### config.mk
export PLATFORM = sky130hd
export DESIGN_NAME = rfp_queue
export DESIGN_NICKNAME = d
export VERILOG_FILES = /design/src/hw/rtl/rfp_pkg.sv /design/src/hw/rtl/rfp_queue.sv
export SDC_FILE = /design/constraint.sdc
export NUM_CORES = 1
export LEC_CHECK = 0
export BUFFER_PORTS_ARGS = -buffer_cell sky130_fd_sc_hd__buf_4
export CAP_MARGIN = 20
export CORE_ASPECT_RATIO = 2
export CORE_MARGIN = 10
export CORE_UTILIZATION = 35
export CTS_CLUSTER_DIAMETER = 150
export DETAILED_ROUTE_END_ITERATION = 10
export HOLD_SLACK_MARGIN = 0.15
export PLACE_DENSITY = 0.6
export SETUP_SLACK_MARGIN = 0.4
export SYNTH_ARGS = -nofsm -noshare
export SYNTH_HDL_FRONTEND = slang
export SYNTH_SLANG_ARGS = --single-unit
### constraint.sdc
create_clock -name clk_i -period 12 [get_ports clk_i]
set_clock_uncertainty 0.1 [all_clocks]
set_input_delay 3 -clock clk_i [delete_from_list [all_inputs] [get_ports clk_i]]
set_output_delay 3 -clock clk_i [all_outputs]
set_load 0.01 [all_outputs]
### src/hw/rtl/rfp_pkg.sv
// ----------------------------------------------------------------------------
// rfp_pkg
// Shared types and constants of the route frame parser and responder.
// ----------------------------------------------------------------------------
`default_nettype none

package rfp_pkg;

  localparam int FRAME_LEN    = 13;
  localparam int STORE_LEN    = FRAME_LEN - 1;  // the end byte is never kept
  localparam int CNT_W        = $clog2(FRAME_LEN);

  localparam logic [7:0] START_MARK = 8'h7F;
  localparam logic [7:0] END_MARK   = 8'h7E;
  localparam logic [7:0] DISP_HEAD  = 8'h7D;
  localparam logic [7:0] DISP_TAIL  = 8'h7C;
  localparam logic [7:0] SHAPE_HEAD = 8'h7B;
  localparam logic [7:0] SHAPE_TAIL = 8'h7A;

  // frame byte positions
  localparam int POS_X_AT  = 1;
  localparam int POS_Y_AT  = 3;
  localparam int GOAL_X_AT = 5;
  localparam int GOAL_Y_AT = 7;
  localparam int ANGLE_AT  = 9;
  localparam int SHAPE_AT  = 11;

  // round(pi/180 * 2^40), split so each product stays narrow
  localparam logic [34:0] DEG2RAD_Q40 = 35'd19190098069;
  localparam int          SPLIT       = 18;
  localparam logic [16:0] DEG2RAD_HI  = DEG2RAD_Q40[34:SPLIT];
  localparam logic [17:0] DEG2RAD_LO  = DEG2RAD_Q40[SPLIT-1:0];
  localparam int          PHI_W       = 33;
  localparam int          PLO_W       = 34;
  localparam int          SUM_W       = 51;
  localparam logic [SUM_W-1:0] ROUND_HALF = SUM_W'(1) << 23;
  localparam int          ANGLE_W     = 27;

  localparam int NUM_SHAPE  = 6;
  localparam int CFG_IDX_W  = 3;
  localparam int CFG_DATA_W = 16;

  localparam int DISP_LEN  = 8;
  localparam int REPLY_MAX = DISP_LEN + 2 + 2 * NUM_SHAPE;
  localparam int IDX_W     = $clog2(REPLY_MAX);

  localparam int QUEUE_DEPTH = 2;

  typedef struct packed {
    logic [15:0]        pos_x;
    logic [15:0]        pos_y;
    logic [15:0]        goal_x;
    logic [15:0]        goal_y;
    logic [ANGLE_W-1:0] angle;
  } route_t;

  typedef struct packed {
    route_t      route;
    logic [15:0] disp_x;
    logic [15:0] disp_y;
    logic [15:0] heading;
    logic        shape;
  } job_t;

  typedef logic [15:0] shape_regs_t [NUM_SHAPE];

endpackage

`default_nettype wire

### src/hw/rtl/rfp_queue.sv
// ----------------------------------------------------------------------------
// rfp_queue
// Short job queue between the frame parser and the reply sequencer.
// ----------------------------------------------------------------------------
`default_nettype none

module rfp_queue
  import rfp_pkg::*;
(
  input  wire logic clk_i,
  input  wire logic rst_ni,
  input  wire logic push_valid_i,
  output logic      push_ready_o,
  input  wire job_t push_data_i,
  output logic      pop_valid_o,
  input  wire logic pop_ready_i,
  output job_t      pop_data_o
);

  localparam int PTR_W = (QUEUE_DEPTH > 1) ? $clog2(QUEUE_DEPTH) : 1;
  localparam int CNT_QW = $clog2(QUEUE_DEPTH + 1);

  job_t              mem_q [QUEUE_DEPTH];
  logic [PTR_W-1:0]  wr_ptr_q, wr_ptr_d, rd_ptr_q, rd_ptr_d;
  logic [CNT_QW-1:0] fill_q, fill_d;
  logic              push, pop;

  assign push_ready_o = (fill_q != CNT_QW'(QUEUE_DEPTH));
  assign pop_valid_o  = (fill_q != '0);
  assign push         = push_valid_i && push_ready_o;
  assign pop          = pop_valid_o && pop_ready_i;
  assign pop_data_o   = mem_q[rd_ptr_q];

  always_comb begin
    wr_ptr_d = wr_ptr_q;
    rd_ptr_d = rd_ptr_q;
    fill_d   = fill_q;
    if (push) begin
      wr_ptr_d = (wr_ptr_q == PTR_W'(QUEUE_DEPTH - 1)) ? '0 : wr_ptr_q + PTR_W'(1);
    end
    if (pop) begin
      rd_ptr_d = (rd_ptr_q == PTR_W'(QUEUE_DEPTH - 1)) ? '0 : rd_ptr_q + PTR_W'(1);
    end
    if (push && !pop) begin
      fill_d = fill_q + CNT_QW'(1);
    end else if (pop && !push) begin
      fill_d = fill_q - CNT_QW'(1);
    end
  end

  always_ff @(posedge clk_i or negedge rst_ni) begin
    if (!rst_ni) begin
      wr_ptr_q <= '0;
      rd_ptr_q <= '0;
      fill_q   <= '0;
    end else begin
      wr_ptr_q <= wr_ptr_d;
      rd_ptr_q <= rd_ptr_d;
      fill_q   <= fill_d;
    end
  end

  always_ff @(posedge clk_i) begin
    if (push) begin
      mem_q[wr_ptr_q] <= push_data_i;
    end
  end

endmodule

`default_nettype wire

==> run summary <==
Buffers added to address setup during post-CTS repair amount to 0. The first detailed-routing pass took 4 iterations. The y dimension of the die works out to 267 µm. TritonCTS built the clock tree.

The number of nets in the layout is 901. The clock transition at the registers of the reported paths is 70 ps. The number of cells produced by synthesis is 454. The worst hold path begins at fill_q[1].

The number of global-route vias before repair is 5633, and the via count normalized by instance count is 4.57. The internal power is 0.00256 W. The type of element capturing the critical path is an output port. Buffers inserted to repair hold after CTS numbered 0. Worst reg2reg path endpoint: mem_q[1][113]. Yosys printed 0 warnings. The floorplan has 90 rows. The tools report the required time at the worst-slack endpoint as 8900 ps. The clock power share came out at 26.4%. Leaving out fill and tap cells, the most frequent cells in the layout are 290 x sky130_fd_sc_hd__buf_4, 280 x sky130_fd_sc_hd__edfxtp_1, 90 x sky130_fd_sc_hd__mux2_4, 50 x sky130_fd_sc_hd__mux2_2, 27 x sky130_fd_sc_hd__clkbuf_16.

For the standby leakage power, the log shows 5.49 nW. The clock tree root driver cell was sky130_fd_sc_hd__clkbuf_16. The family of cells with the greatest summed delay on the critical path is buffers and inverters. The synthesized design contains 284 register bits. For the standard cell core area, the log shows 0.0302 mm². Counting the buffers created by CTS gives 26. The run gives 0 as the number of antenna violations at the first check in global routing. The total die area was 0.0383 mm². The fraction of final layout cells sized beyond drive strength 1 came out at 61.2%.

The logs give 0.171 GHz for the maximum achievable frequency and 0.000981 W for the net switching component of the power. On the critical path, the stage with the largest delay is an instance of sky130_fd_sc_hd__buf_4. The clock reaches the later pin of the worst-skew pair after 530 ps. Setup repair after global routing left no endpoint under its margin. Fraction of power consumed by sequential logic: 40.4%.

The tools report the final number of hold-violating endpoints as 0. By instance count, the cell type seen most on the critical path is sky130_fd_sc_hd__buf_4. The stage delay of the slowest cell on the critical path was 880 ps. The count of nets left with antenna violations once routing finished came out at 0. The hold path endpoint was fill_q[1]. IR analysis of the VDD net gives a maximum drop of 191 µV. Counting cells, the worst reg-to-reg path comes to 3. The final count of pins violating max slew is 0, and the initial detailed-routing violation count is 258. The worst setup path is launched from a flop. The x dimension of the die is 143 µm. The number of cells traversed by the worst hold path is 1, and the effective utilization at floorplan is 35.4%. Most common cell after layout, fill and taps aside: sky130_fd_sc_hd__buf_4. Slew at the pin closest to its max-slew limit: 1060 ps. For the global-route wire length before repair, the log shows 35700 µm.

The largest total area in the synthesized netlist belongs to sky130_fd_sc_hd__edfxtp_1. The detailed-route wire length was 24900 µm. The worst pin sits at a relative slew slack of 29.2%. The number of endpoints failing setup at the final stage was 0; the routed length per placed instance was 21.8 µm. The wire-length estimate of the detail-placed layout is 17400 µm. The cell area that synthesis handed to floorplanning was 0.0107 mm².

Counting every net in the synthesized netlist gives 599. The average instance in the mapped netlist occupies 23.5 µm². The number of buffers added on ports came out at 285. The tool flagged a number of max-cap violations equal to 0.

The fraction of power spent switching nets was 27.7%. The worst register-to-register path begins at fill_q[0]. The post-placement cell area was 0.0132 mm²; the power density over cell area was 250 mW/mm². The repair_antennas step left the layout with diodes totalling 0.

In this run the register-to-register setup slack is 9040 ps. The tools report the number of H-tree levels as 1. The critical path goes through buf_4 > mux2_2 > buf_4. Sorting the synthesized cells by area gives the leading types as sky130_fd_sc_hd__edfxtp_1 79%, sky130_fd_sc_hd__mux2_4 13%, sky130_fd_sc_hd__mux2_2 5.3%. The worst setup path is of the flop to output port kind.

The final cycle utilization of the critical path was 48.8%. Worst min-delay path category: flop to flop. In this run, distinct cell masters in the synthesized netlist total 16. In the routed design, unresolved DRC markers number 0. Routability-driven placement finished with a final weighted congestion of 0.724. The global-route usage over all layers is 12.5%. Final non-filler cell area: 0.0141 mm².

The tools report the data arrival time of the critical path as 2750 ps. Largest fanout on the critical path: 60. The run finished with clean final reports. The number of sinks on the clock net came out at 284. In this run the biggest area consumer among cell types represents 78.8% of the synthesized area. Gates resized during post-CTS repair numbered 0. Entering global routing, the biggest net connects 73 pins. Counting along the longest clock path gives a buffer depth of 3.

Together, buffers and inverters on the worst path number 2. In this run, the combinational gates consume 33.2% of the power. Summed over all failing endpoints, the final setup total negative slack is 0 ps.

For this run the aggregate overflow at the end of global routing stands at 0. The final period demand of the worst path was 5850 ps; the number of primary I/O pins was 286. Layout overhead on the synthesized area: 32.5%. The count of vias placed by the detailed router is 5221, and the proportion of synthesized chip area in sequential cells is 79.7%.
metrics by stage:
stage	std cells	worst slack, ps	utilization [%]	total power [W]	hold WS (ps)
after detailed placement	1096	6520	43.6	0.00266	383
after global placement	1096	6490	43.6	0.00265	373
after floorplan	454	2350	-	0.00217	356
after CTS	1142	6050	46.8	0.00361	395
final	1142	6150	46.8	0.00354	397
after global routing	1142	5980	46.8	0.00371	425
power by group through the flow:
stage,sequential (W),combinational [W],clock [W]
floorplan,0.00146,0.000717,0
global placement,0.00144,0.00121,0
detailed placement,0.00146,0.00121,0
CTS,0.00143,0.00121,0.000967
global route,0.00145,0.00125,0.00100
finish,0.00143,0.00117,0.000934
per-layer routing:
layer  vias to the layer above  GRT usage [%]  share of wire [%]
li1                       2401              -                  -
met2                       184           24.7                 59
met1                      2591           11.0                 30
met3                        45           3.56                7.3
met5                         -              0                  0
met4                         0           5.54                3.7
layout make-up:
type,instances,area [µm²]
Fill cell,2651,16000
Timing Repair Buffer,290,2180
Sequential cell,284,8510
Multi-Input combinational cell,153,2020
Inverter,1,3.75
Clock buffer,29,683
Clock inverter,17,285
Tap cell,368,460
worst max path at each step:
stage	from	endpoint	slack [ps]	cells past startpoint
2_1_floorplan	push_valid_i	mem_q[0][0]	2350	2
3_3_place_gp	push_valid_i	mem_q[1][115]	6490	3
3_5_place_dp	push_valid_i	mem_q[1][111]	6520	3
4_1_cts	rd_ptr_q	pop_data_o[3]	6050	3
5_1_grt	rd_ptr_q	pop_data_o[1]	5980	3
6_report	rd_ptr_q	pop_data_o[17]	6150	3
registers in the layout, indices dropped and copies added (netlist names):
| signal | count |
|---|---|
| fill_q | 2 |
| mem_q | 280 |
| rd_ptr_q | 1 |
| wr_ptr_q | 1 |
Yosys cell counts (all sizes together):
master  count
edfxtp    280
mux2      140
buf        16
dfrtp       4
xnor2       3
nand2       2
nor2        2
xor2        2
and3        1
ha          1
inv         1
nand2b      1
or2         1
cell families (layout without fill, tap and decap cells):
group	Yosys count	in the layout	share of synthesized area, %
AND/OR/NAND/NOR	7	7	0.317
XOR/XNOR	5	5	0.411
multiplexers	140	140	17.9
flip-flops	284	284	79.7
buffers and inverters	17	337	1.47
adder cells (fa/ha/maj)	1	1	0.117
(Power assumes the default switching activity.)
